File: config.mk
export PLATFORM = sky130hd
export DESIGN_NAME = vibration_burst_pattern_generator
export DESIGN_NICKNAME = d
export VERILOG_FILES = /design/src/sv/vbpg_pkg.sv /design/src/sv/vibration_burst_pattern_generator.sv /design/src/sv/vbpg_step.sv
export SDC_FILE = /design/constraint.sdc
export NUM_CORES = 1
export LEC_CHECK = 0
export BUFFER_PORTS_ARGS = -buffer_cell sky130_fd_sc_hd__buf_2
export CORE_ASPECT_RATIO = 1.1
export CORE_MARGIN = 2
export CORE_UTILIZATION = 45
export DETAILED_ROUTE_END_ITERATION = 6
export GPL_TIMING_DRIVEN = 0
export MAX_ROUTING_LAYER = met4
export SLEW_MARGIN = 25
export SYNTH_ARGS = -nofsm -noshare
export SYNTH_HDL_FRONTEND = slang
export SYNTH_SLANG_ARGS = --single-unit
File: constraint.sdc
create_clock -name clk -period 9.3 [get_ports clk]
set_input_delay 1.86 -clock clk [delete_from_list [all_inputs] [get_ports clk]]
set_output_delay 1.86 -clock clk [all_outputs]
set_load 0.01 [all_outputs]
File: src/sv/vbpg_pkg.sv
// Package for the vibration burst pattern generator.
// Holds the result record, burst codes and the per-mode segment table.
// No dependencies.
package vbpg_pkg;

	localparam int MODE_W   = 4;
	localparam int DUTY_W   = 6;
	localparam int TICK_W   = 13;
	localparam int PHASE_W  = 8;
	localparam int PERIOD_W = 16;
	localparam int BURST_W  = 4;
	localparam int HWD_W    = 8;
	localparam int SEGP_W   = 8;
	localparam int GAP_W    = 11;

	localparam logic [MODE_W-1:0] MODE_SOFT_FREE = 4'd1;
	localparam logic [MODE_W-1:0] MODE_PAT2      = 4'd2;
	localparam logic [MODE_W-1:0] MODE_PAT3      = 4'd3;
	localparam logic [MODE_W-1:0] MODE_PAT4      = 4'd4;
	localparam logic [MODE_W-1:0] MODE_PAT5      = 4'd5;
	localparam logic [MODE_W-1:0] MODE_PAT6      = 4'd6;
	localparam logic [MODE_W-1:0] MODE_PAT7      = 4'd7;
	localparam logic [MODE_W-1:0] MODE_SOFT_LAST = 4'd8;
	localparam logic [MODE_W-1:0] MODE_HW_SLOW   = 4'd9;
	localparam logic [MODE_W-1:0] MODE_HW_FAST   = 4'd10;

	localparam logic [TICK_W-1:0] HW_IVAL_SLOW = 13'd3906;
	localparam logic [TICK_W-1:0] HW_IVAL_FAST = 13'd781;
	localparam logic [HWD_W-1:0]  HW_DUTY_LOW  = 8'd41;
	localparam logic [HWD_W-1:0]  HW_DUTY_HIGH = 8'd148;

	typedef enum logic [1:0] {
		BURST_KEEP,
		BURST_INC,
		BURST_CLR
	} burst_op_t;

	typedef struct packed {
		logic [SEGP_W-1:0] periods;
		logic [GAP_W-1:0]  gap;
		burst_op_t         op;
	} seg_cfg_t;

	typedef struct packed {
		logic             drive;
		logic [HWD_W-1:0] hw_duty;
		logic             hw_enable;
	} result_t;

	function automatic seg_cfg_t seg_lookup(input logic [MODE_W-1:0] mode,
			input logic [BURST_W-1:0] burst);
		seg_cfg_t c;
		c = '{periods: 8'd26, gap: 11'd1431, op: BURST_KEEP};
		case (mode)
			MODE_PAT2: c = '{periods: 8'd17, gap: 11'd833, op: BURST_KEEP};
			MODE_PAT3: c = '{periods: 8'd8, gap: 11'd387, op: BURST_KEEP};
			MODE_PAT4: begin
				if (burst < 4'd9) c = '{periods: 8'd7, gap: 11'd387, op: BURST_INC};
				else c = '{periods: 8'd87, gap: 11'd387, op: BURST_CLR};
			end
			MODE_PAT5: c = '{periods: 8'd5, gap: 11'd178, op: BURST_KEEP};
			MODE_PAT6: begin
				if (burst < 4'd6) c = '{periods: 8'd4, gap: 11'd1193, op: BURST_INC};
				else if (burst < 4'd13) c = '{periods: 8'd25, gap: 11'd1432, op: BURST_INC};
				else c = '{periods: 8'd206, gap: 11'd1193, op: BURST_CLR};
			end
			MODE_PAT7: begin
				if (burst < 4'd1) c = '{periods: 8'd4, gap: 11'd477, op: BURST_INC};
				else if (burst < 4'd8) c = '{periods: 8'd5, gap: 11'd477, op: BURST_INC};
				else c = '{periods: 8'd183, gap: 11'd483, op: BURST_CLR};
			end
			default: c = '{periods: 8'd26, gap: 11'd1431, op: BURST_KEEP};
		endcase
		return c;
	endfunction

endpackage

File: src/sv/vibration_burst_pattern_generator.sv
// Top level of the vibration burst pattern generator.
// Stream ports around vbpg_step plus the result register.
// Depends on vbpg_pkg and vbpg_step.

// One input transfer is one timer tick and yields one result transfer. Each tick
// is handled combinationally by the step logic and lands in one output register,
// so a tick can be accepted every clock while the output side keeps up; the result
// is valid in the cycle after the input transfer. s_tready is high whenever the
// output register is empty or being emptied in the same cycle.
module vibration_burst_pattern_generator #(
	parameter int PWM_PERIOD = 40
) (
	input  logic        clk,
	input  logic        arst_n,
	input  logic        s_tvalid,
	output logic        s_tready,
	input  logic [15:0] s_tdata,   // [3:0] mode, [9:4] duty, [15:10] zero
	output logic        m_tvalid,
	input  logic        m_tready,
	output logic [15:0] m_tdata    // [0] drive, [8:1] hw_duty, [9] hw_enable, [15:10] zero
);
	import vbpg_pkg::*;

	logic    accept;
	result_t res;
	result_t res_q;
	logic    valid_q;

	assign s_tready = !valid_q || m_tready;
	assign accept   = s_tvalid && s_tready;

	vbpg_step #(
		.PWM_PERIOD(PWM_PERIOD)
	) u_step (
		.clk   (clk),
		.arst_n(arst_n),
		.step  (accept),
		.mode  (s_tdata[MODE_W-1:0]),
		.duty  (s_tdata[MODE_W+DUTY_W-1:MODE_W]),
		.result(res)
	);

	always_ff @(posedge clk or negedge arst_n) begin
		if (!arst_n) begin
			valid_q <= 1'b0;
		end else if (s_tready) begin
			valid_q <= s_tvalid;
		end
	end

	always_ff @(posedge clk) begin
		if (accept) begin
			res_q <= res;
		end
	end

	assign m_tvalid = valid_q;
	assign m_tdata  = {6'd0, res_q.hw_enable, res_q.hw_duty, res_q.drive};

	a_result_follows: assert property (@(posedge clk) disable iff (!arst_n)
		accept |=> m_tvalid)
		else $error("transfer accepted but no result");

	a_hw_no_drive: assert property (@(posedge clk) disable iff (!arst_n)
		m_tvalid && m_tdata[9] |-> !m_tdata[0])
		else $error("soft drive active in hardware mode");

	a_hw_duty_set: assert property (@(posedge clk) disable iff (!arst_n)
		m_tvalid && m_tdata[9] |-> m_tdata[8:1] == HW_DUTY_LOW || m_tdata[8:1] == HW_DUTY_HIGH)
		else $error("hardware mode with unset duty");

endmodule

File: src/sv/vbpg_step.sv
// Per-tick pattern state and next-state logic.
// Holds the tick, phase, period and burst counters, last mode and held levels.
// Depends on vbpg_pkg.
module vbpg_step #(
	parameter int PWM_PERIOD = 40
) (
	input  logic                          clk,
	input  logic                          arst_n,
	input  logic                          step,
	input  logic [vbpg_pkg::MODE_W-1:0]   mode,
	input  logic [vbpg_pkg::DUTY_W-1:0]   duty,
	output vbpg_pkg::result_t             result
);
	import vbpg_pkg::*;

	localparam logic [PHASE_W-1:0] PERIOD_C = PHASE_W'(PWM_PERIOD);

	logic [MODE_W-1:0]   last_mode_q, last_mode_d;
	logic [TICK_W-1:0]   tick_q, tick_d;
	logic [PHASE_W-1:0]  phase_q, phase_d;
	logic [PERIOD_W-1:0] period_q, period_d;
	logic [BURST_W-1:0]  burst_q, burst_d;
	logic [HWD_W-1:0]    duty_hold_q, duty_hold_d;
	logic                drive_q, drive_d;

	logic                is_soft, is_hw;
	logic [TICK_W-1:0]   ival;
	seg_cfg_t            cfg;
	logic [PHASE_W-1:0]  duty_x;

	assign is_soft = (mode >= MODE_SOFT_FREE) && (mode <= MODE_SOFT_LAST);
	assign is_hw   = (mode == MODE_HW_SLOW) || (mode == MODE_HW_FAST);
	assign ival    = (mode == MODE_HW_SLOW) ? HW_IVAL_SLOW : HW_IVAL_FAST;
	assign duty_x  = PHASE_W'(duty);

	always_comb begin
		last_mode_d = last_mode_q;
		tick_d      = tick_q;
		phase_d     = phase_q;
		period_d    = period_q;
		burst_d     = burst_q;
		duty_hold_d = duty_hold_q;
		drive_d     = drive_q;
		cfg         = seg_lookup(mode, burst_q);

		if (is_soft) begin
			if (mode != last_mode_q) begin
				last_mode_d = mode;
				tick_d      = '0;
				phase_d     = '0;
				period_d    = '0;
			end
			if (mode == MODE_SOFT_FREE || period_d < PERIOD_W'(cfg.periods)) begin
				if (phase_d < PERIOD_C) begin
					drive_d = (duty_x >= PERIOD_C) ? 1'b1 : (phase_d < duty_x);
				end else begin
					period_d = period_d + 1'b1;
					phase_d  = '0;
				end
				if (mode != MODE_SOFT_FREE) tick_d = '0;
			end else if (tick_d < TICK_W'(cfg.gap)) begin
				drive_d = 1'b0;
			end else begin
				tick_d   = '0;
				phase_d  = '0;
				period_d = '0;
				case (cfg.op)
					BURST_INC: burst_d = burst_q + 1'b1;
					BURST_CLR: burst_d = '0;
					default:   burst_d = burst_q;
				endcase
			end
		end else if (is_hw) begin
			if (mode != last_mode_q) begin
				last_mode_d = mode;
				tick_d      = '0;
			end
			if (tick_d < ival) duty_hold_d = HW_DUTY_LOW;
			else if (tick_d < {ival[TICK_W-2:0], 1'b0}) duty_hold_d = HW_DUTY_HIGH;
			else tick_d = '0;
		end

		result.drive     = is_soft & drive_d;
		result.hw_duty   = duty_hold_d;
		result.hw_enable = is_hw;

		tick_d  = tick_d + 1'b1;
		phase_d = phase_d + 1'b1;
	end

	always_ff @(posedge clk or negedge arst_n) begin
		if (!arst_n) begin
			last_mode_q <= '0;
			tick_q      <= '0;
			phase_q     <= '0;
			period_q    <= '0;
			burst_q     <= '0;
			duty_hold_q <= '0;
			drive_q     <= 1'b0;
		end else if (step) begin
			last_mode_q <= last_mode_d;
			tick_q      <= tick_d;
			phase_q     <= phase_d;
			period_q    <= period_d;
			burst_q     <= burst_d;
			duty_hold_q <= duty_hold_d;
			drive_q     <= drive_d;
		end
	end

	a_hold_idle: assert property (@(posedge clk) disable iff (!arst_n)
		!step |=> $stable(tick_q) && $stable(burst_q) && $stable(last_mode_q))
		else $error("state moved without a transfer");

	a_hold_levels: assert property (@(posedge clk) disable iff (!arst_n)
		duty_hold_q == '0 || duty_hold_q == HW_DUTY_LOW || duty_hold_q == HW_DUTY_HIGH)
		else $error("hardware duty out of set");

	a_hw_start: assert property (@(posedge clk) disable iff (!arst_n)
		step && is_hw && mode != last_mode_q |=> duty_hold_q == HW_DUTY_LOW)
		else $error("hardware mode entry did not start low");

endmodule
---- Word-level counts from Yosys, hierarchy flattened ----
Index checks and enable logic that the tools add are counted.
cells by class
  add/sub/neg operators ................... 4
  order comparisons ....................... 14
  equal/unequal tests ..................... 13
  muxes and demuxes ....................... 42
  bitwise operators ....................... 3
  reduce and logical (&&, ||, !) cells .... 11
operator list
  cell                   number
  $mux 13                11
  $pmux 21 s6            1
  $mux 21                4
  $mux 16                5
  $mux 8                 10
  $lt 13x13->1           2
  $mux 20                1
  $add 16x1->16 const B  1
  $eq 4x3->1 const B     4
  $lt 16x8->1            1
  $add 13x1->13 const B  1
  $lt 13x11->1           1
  $lt 4x4->1 const B     3
  $mux 12                1
  $mux 4                 3
  $add 8x1->8 const B    1
  $eq 4x2->1 const B     2
  $eq 4x4->1 const B     2
  $lt 8x6->1             1
  $lt 8x6->1 const B     1
  $pmux 4 s2             1
  $ge 6x6->1 const B     1
  $mux 1                 5
  $reduce_and 5->1       1
  17 further kinds       23
word-level totals
  register bits ........................... 65
  bits of input ports ..................... 20
  output and inout bits ................... 18
  word-level logic and storage cells ...... 98

---- Depth between registers and ports, before layout ----
Gate-level depths: netlist (run 1).
  word-level depth ........................ 10
  mapped depth ............................ 24
  gate-level depth less buffers ........... 22

---- Modules after synthesis ----
A second synthesis (run 1) with hierarchy kept.
unflattened totals
  cells, all modules ...................... 554
  area total of the unflattened synthesis .. 4,942.2 um^2
by module, submodules not included
  module                             instances  cells an instance  area each (um^2)  sequential area each (um^2)
  vbpg_step                          1          533                4,539.4           1,351.3
  vibration_burst_pattern_generator  1          21                 402.9             325.3

---- Worst setup path after synthesis (run 1) ----
OpenSTA, ideal clock, no wires.
  kind .................................... input-to-reg
  start point ............................. in s_tdata[1]
  end point ............................... reg u_step.tick_q[12]
  setup time .............................. 0.116 ns
  data arrival time ....................... 6.218 ns
  data required time ...................... 9.184 ns
  setup slack ............................. 2.966 ns
  stages .................................. 22
  buffers on the path ..................... 6
  cell sequence ........................... buf_4 -> xnor2_2 -> and4_4 -> buf_2 -> clkbuf_1 -> clkbuf_1 -> and2_1 -> ha_1 -> and4_1 -> o311ai_0 -> nand3b_1 -> a41oi_1 -> and2_1 -> o311a_1 -> buf_2 -> clkbuf_1 -> and2_1 -> ha_1 -> nand3_1 -> or3_1 -> or3_1 -> o311ai_0
on the way
  longest elaborated chain between the ends .. 10
  elaborated cells on any way between the ends .. 36
  classes of those cells .................. add/sub: 1; order compare: 6; eq/ne: 11; mux: 15; reduce/logical: 3
RTL lines
  item                  RTL line                                 source
  start, declared       vibration_burst_pattern_generator.sv:17  input logic [15:0] s_tdata,
  $ne 4x4->1            vbpg_step.sv:47, vbpg_step.sv:74
  $mux 13               vbpg_step.sv:47, vbpg_step.sv:74
  $mux 13               vbpg_step.sv:73                          end else if (is_hw) begin
  $mux 13               vbpg_step.sv:46                          if (is_soft) begin
  $lt 13x13->1          vbpg_step.sv:79                          else if (tick_d < {ival[TICK_W-2:0], 1'b0}) duty_hold_d = HW_DUTY_HIGH;
  $mux 13               vbpg_step.sv:79
  $mux 13               vbpg_step.sv:78                          if (tick_d < ival) duty_hold_d = HW_DUTY_LOW;
  $mux 13               vbpg_step.sv:73
  $mux 13 (*)           vbpg_step.sv:46
  $add 13x1->13 (*)     vbpg_step.sv:87                          tick_d = tick_d + 1'b1;
  end signal, assigned  vbpg_step.sv:102                         tick_q <= tick_d;
  end, declared         vbpg_step.sv:19                          logic [TICK_W-1:0] tick_q, tick_d;
Mark *: on every way between the ends. The rest lies on a longest branch, timed or not. The select of a mux whose other input is x is not followed.
A chain may end at the register's enable or synchronous reset.

---- Worst setup path after layout (run 1) ----
  start point ............................. in s_tdata[0]
  end point ............................... reg u_step.tick_q[12]
Same word-level chain as after synthesis.

==> flow_summary.json, run 1 <==
{
  "outcome": "completed",
  "seqCellArea_sq_mm": 0.00168,
  "report.final.setup_viol": 0,
  "num_vias": 4438,
  "dpl.hpwl_um": 9070,
  "htreeDepth": 3,
  "grt_max_degree": 56,
  "viasPerCell": 5.73,
  "antenna_cells": 0,
  "grt_pass1_wl_um": 21300,
  "clock-root-buffer": "clkbuf_16",
  "first_pass_iters": 5,
  "dieArea_sq_mm": 0.0118,
  "synth_top_area_share": 0.278,
  "numCtsBuffers": 9,
  "multiInputGateArea_sq_mm": 0.00302,
  "end_kind": "flip-flop",
  "period_share": 0.761,
  "postRouteAntennaNets": 0,
  "r2r_cells": 21,
  "rows": 40,
  "place.gp.congestion": 0.900,
  "route.detailed.drc": 0,
  "grt_setup_unrepaired": "false",
  "hold_depth": 2,
  "syn_inst": 582,
  "cts_tree": "done",
  "maxCapViolCount": 0,
  "yosysSeqAreaShare": 0.339,
  "fin_skew_ns": 0.00766,
  "syn_area_sq_mm": 0.00495,
  "drtIter0Drc": 226,
  "critPathArrivalTime_ns": 7.30,
  "io_buffers": 24,
  "finalWirelength_um": 12600,
  "finalHoldViolCount": 0,
  "clock_path_buffers": 2,
  "drive_above_1_share": 0.124,
  "tns_ns": 0,
  "grt_pass1_vias": 4378,
  "cts_resized": 0,
  "yosys.area.top_type": "dfrtp_1",
  "fillerInstances": 1070,
  "ir_worst_vdd_uv": 114,
  "r2r_start": "u_step.last_mode_q[0]",
  "clkLatencyLatePin_ns": 0.34,
  "fp.dieW_um": 104,
  "initial_core_util": 0.458,
  "min_to": "u_step.duty_hold_q[7]",
  "grt_usage": 0.230,
  "synth.avg_cell_area_sq_um": 8.50,
  "dp_cells": 758,
  "yosys-top-cells-area": "dfrtp_1, ha_1, edfxtp_1",
  "ys_warn_count": 0,
  "regToRegSetupSlack_ns": 3.52,
  "slew_headroom": 0.501,
  "grt_antenna_before_repair": 0,
  "ctsHoldBuffers": 0,
  "max_freq_ghz": 0.141,
  "syn_to_final_growth_pct": 12.7,
  "crit_required_ns": 9.52,
  "clk_pin_slew_ns": 0.05,
  "die_h_um": 114,
  "fin_cells": 774,
  "ys_ff_latch": 65,
  "tightest_slew_ns": 0.749,
  "hp-class": "reg -> reg",
  "overflow": 0,
  "r2r_end": "u_step.tick_q[12]",
  "clock_sinks": 65,
  "path_class": "in -> reg",
  "yosys.cell_types.count": 69,
  "async_flop_share": 0.846,
  "core_sq_mm": 0.0108,
  "p_leak_uw": 0.00241,
  "min-delay-start": "u_step.duty_hold_q[7]",
  "cp_max_fo": 10,
  "fin_crit_ns": 7.08,
  "cts_setup_buffers": 0,
  "synth_edf_count": 10,
  "p_per_area_mw_per_mm2": 160,
  "cp-start-kind": "primary input",
  "synth_ff_type": "dfrtp_1",
  "fin_nets": 682,
  "wl_per_cell_um": 16.3,
  "drv_slew": 0,
  "ios": 38
}
## cell type report
class                           instances  share of cell area
Inverter                               28              0.0193
Multi-Input combinational cell        462               0.542
Timing Repair Buffer                   24              0.0220
Sequential cell                        65               0.301
Tap cell                              147              0.0330
Clock inverter                          2             0.00673
Clock buffer                           14              0.0474
Buffer                                 32              0.0287
## cell usage in the layout, fill, tap and decap left out, drive strengths merged, types with 8 or more instances in the layout
cell type,n
nand2,70
dfrtp,55
nor2,45
ha,40
o21ai,40
buf,39
a21oi,33
clkbuf,31
inv,27
and2,26
nand3,26
nor2b,14
nand2b,12
nor3,11
nand4,10
edfxtp,10
o31ai,9
mux2,8
## worst max path at each step
stage	start	end	slack (ns)
global placement	s_tdata[0]	u_step.tick_q[12]	1.91
global route	s_tdata[0]	u_step.tick_q[12]	1.81
CTS	s_tdata[0]	u_step.tick_q[12]	2.18
detailed placement	s_tdata[0]	u_step.tick_q[12]	1.84
finish	s_tdata[0]	u_step.tick_q[12]	2.22
floorplan	s_tdata[1]	u_step.tick_q[12]	2.97
## state kept, by name, indices dropped and copies added, names as in the netlist
name,flops
u_step.period_q,16
u_step.tick_q,13
m_tdata,10
u_step.duty_hold_q,8
u_step.phase_q,8
u_step.burst_q,4
u_step.last_mode_q,4
m_tvalid,1
u_step.drive_q,1
## critical path, stage by stage
cell and delay [ns]:
buf_2 0.14, xnor2_1 0.22, and4_4 0.33, buf_2 0.25
clkbuf_1 0.44, clkbuf_1 0.37, and2_1 0.23, ha_1 0.24
and4_1 0.22, o311ai_0 0.11, nand3b_1 0.11, a41oi_1 0.24
and2_1 0.17, o311a_1 0.16, buf_2 0.19, clkbuf_1 0.37
and2_1 0.22, ha_1 0.22, nand3_1 0.13, or3_1 0.42
or3_1 0.38, o311ai_0 0.27
## through the flow
| step | area (sq um) | worst slack [ns] | hold WS, ns | utilization | total power (uW) |
|---|---|---|---|---|---|
| global placement | 5270 | 1.91 | 0.461 | 0.487 | 536 |
| global route | 5570 | 1.81 | 0.493 | 0.516 | 935 |
| finish | 5570 | 2.22 | 0.478 | 0.516 | 891 |
| floorplan | 4960 | 2.97 | 0.449 | - | 485 |
| CTS | 5570 | 2.18 | 0.481 | 0.516 | 896 |
| detailed placement | 5270 | 1.84 | 0.468 | 0.488 | 541 |
## per-layer routing
layer,up-vias,share of wire,global-route usage
li1,2183,-,-
met1,2173,0.47,0.283
met2,62,0.49,0.384
met3,20,0.021,0.0337
met4,0,0.020,0.0919
met5,-,0,-
## cell families after synthesis
| logic type | Yosys count | synth area share |
|---|---|---|
| adders and majority gates | 40 | 0.101 |
| and+or+nand+nor | 244 | 0.247 |
| other | 1 | 0.000758 |
| xor gates and xnor gates | 10 | 0.0192 |
| DFF | 65 | 0.339 |
| buffers and inverters | 60 | 0.0539 |
| AOI/OAI and AO/OA | 150 | 0.213 |
| muxes | 12 | 0.0263 |
## synthesized netlist by cell type, types with 5 or more instances
library cell  instances
o21ai_0              39
o311ai_0              6
a21o_1                6
nor2b_1              14
mux2_2                8
a21oi_1              32
nand2b_1             12
and2_1               26
and3_1                6
nor3_1               11
clkbuf_1             17
nor2_1               44
or3_1                 5
o211ai_1              7
edfxtp_1             10
ha_1                 40
buf_4                 9
o31ai_1               9
inv_1                26
nand3_1              26
nand2_1              69
nand4_1              10
a2bb2oi_1             5
dfrtp_1              55
xor2_1                5
## power by group
group | leakage (uW) | total, uW | switching [uW] | internal, uW
registers | 0.000815 | 359 | 31.3 | 328
clock network | 0.000143 | 354 | 131 | 223
logic | 0.00145 | 178 | 107 | 71.0
Note: power is estimated with default switching activity, not from simulation.
==> run 2, diff against run 1 <==
clock period = 6.7 ns   (was 9.3 ns; I/O delays follow)
==> flow_summary.json, run 2 (synthesis gave the netlist of run 1 again) <==
{
  "clock_sinks": 65,
  "grt_usage": 0.230,
  "drv_slew": 0,
  "clk_pin_slew_ns": 0.06,
  "cts_setup_buffers": 0,
  "seqCellArea_sq_mm": 0.00168,
  "outcome": "completed",
  "htreeDepth": 3,
  "fin_nets": 681,
  "core_sq_mm": 0.0108,
  "fin_hold_ws_ns": 0.476,
  "overflow": 0,
  "cp_cell_sequence": "buf_2 -> buf_2 -> buf_1 -> a21oi_1 -> a2111oi_0 -> ha_1 -> nand3_1 -> a21boi_0 -> a2111oi_4 -> a31oi_4 -> a31o_2 -> o311a_1 -> buf_2 -> clkbuf_1 -> and2_1 -> ha_1 -> nand3_1 -> or3_1 -> or3_1 -> o311ai_0",
  "crit_slowest_cell": "a2111oi_0",
  "cts_tree": "done",
  "top_register": "u_step.period_q",
  "crit_required_ns": 6.92,
  "viasPerCell": 5.78,
  "fin_crit_ns": 6.30,
  "multiInputGateArea_sq_mm": 0.00302,
  "drive_above_1_share": 0.125,
  "largest_reg_flops": 16,
  "slew_headroom": 0.495,
  "critPathArrivalTime_ns": 6.52,
  "clkLatencyLatePin_ns": 0.34,
  "route.detailed.drc": 0,
  "fin_util": 0.515,
  "grt_antenna_before_repair": 0,
  "cts_resized": 0,
  "io_buffers": 24,
  "end_kind": "flip-flop",
  "dp_slack_ns": -0.239,
  "max_freq_ghz": 0.159,
  "num_vias": 4471,
  "die_h_um": 114,
  "path_common_cell": "buf_2",
  "grt_setup_unrepaired": "false",
  "hp-class": "reg -> reg",
  "postRouteAntennaNets": 0,
  "finalHoldViolCount": 0,
  "wl_per_cell_um": 16.2,
  "maxCapViolCount": 0,
  "dpl.hpwl_um": 9070,
  "rows": 40,
  "grt_max_degree": 56,
  "final_cell_mix": "nand2_1, dfrtp_1, nor2_1, ha_1, o21ai_0",
  "fin_ws_ns": 0.405,
  "ctsHoldBuffers": 0,
  "final_common_cell": "nand2_1",
  "p_leak_uw": 0.00241,
  "report.final.setup_viol": 0,
  "drtIter0Drc": 210,
  "path_class": "in -> reg",
  "p_per_area_mw_per_mm2": 222,
  "ios": 38,
  "first_pass_iters": 5,
  "numCtsBuffers": 9,
  "antenna_cells": 0,
  "initial_core_util": 0.458,
  "fin_skew_ns": 0.00746,
  "place.gp.congestion": 0.900,
  "ir_worst_vdd_uv": 159,
  "period_share": 0.940,
  "tightest_slew_ns": 0.756,
  "slowest_delay_ns": 0.60,
  "fp.dieW_um": 104,
  "grt_pass1_wl_um": 21300,
  "cp-start-kind": "primary input",
  "grt_pass1_vias": 4378,
  "fillerInstances": 1070,
  "clock_path_buffers": 2,
  "finalWirelength_um": 12500,
  "syn_to_final_growth_pct": 12.6,
  "clock-root-buffer": "clkbuf_16",
  "dieArea_sq_mm": 0.0118,
  "cp_max_fo": 10
}
==> run 2: report_power, final <==
part           leakage [uW]  switching (uW)  internal [uW]  total, uW
clock              0.000143             182            309        491
sequential         0.000815            43.0            455        498
combinational       0.00145             148           98.2        246
total               0.00241             373            862       1230
==> run 2: worst max-delay path: cells and delay by family <==
kind	cells	cell delay (ns)
buffers and inverters	5	1.29
AOI/OAI and AO/OA	8	2.20
and+or+nand+nor	5	1.21
adders and majority gates	2	0.48
==> run 2: cell type report <==
| type | count | share of cell area |
|---|---|---|
| Inverter | 28 | 0.0193 |
| Buffer | 31 | 0.0281 |
| Timing Repair Buffer | 24 | 0.0220 |
| Clock inverter | 2 | 0.00674 |
| Tap cell | 147 | 0.0330 |
| Sequential cell | 65 | 0.301 |
| Clock buffer | 14 | 0.0474 |
| Multi-Input combinational cell | 462 | 0.542 |
==> run 2: path summary, 6_finish.rpt <==
kind	start	end	slack (ns)	cells past startpoint
worst min register to register	u_step.duty_hold_q[7]	u_step.duty_hold_q[7]	0.48	2
worst min-delay path	u_step.duty_hold_q[7]	u_step.duty_hold_q[7]	0.48	2
worst max-delay path	s_tdata[2]	u_step.tick_q[12]	0.40	20
worst max register to register	u_step.burst_q[0]	u_step.tick_q[12]	0.96	22
min in group asynchronous	arst_n	u_step.period_q[15]	1.07	1
max in group asynchronous	arst_n	u_step.tick_q[12]	5.13	1
==> run 2: routing by layer <==
metal  GRT usage  part of all wire  vias to the layer above
met2       0.384              0.49                       87
met5           -                 0                        -
met1       0.283              0.46                     2185
met4      0.0919             0.020                        0
met3      0.0337             0.031                       21
li1            -                 -                     2178
==> run 2: stage by stage <==
stage	cells	TNS (ns)	area [sq um]	power (uW)
finish	773	0	5570	1230
global route	773	0	5570	1300
CTS	774	0	5570	1240
detailed placement	758	-0.239	5270	751
global placement	758	-0.174	5270	744
floorplan	587	0	4960	673
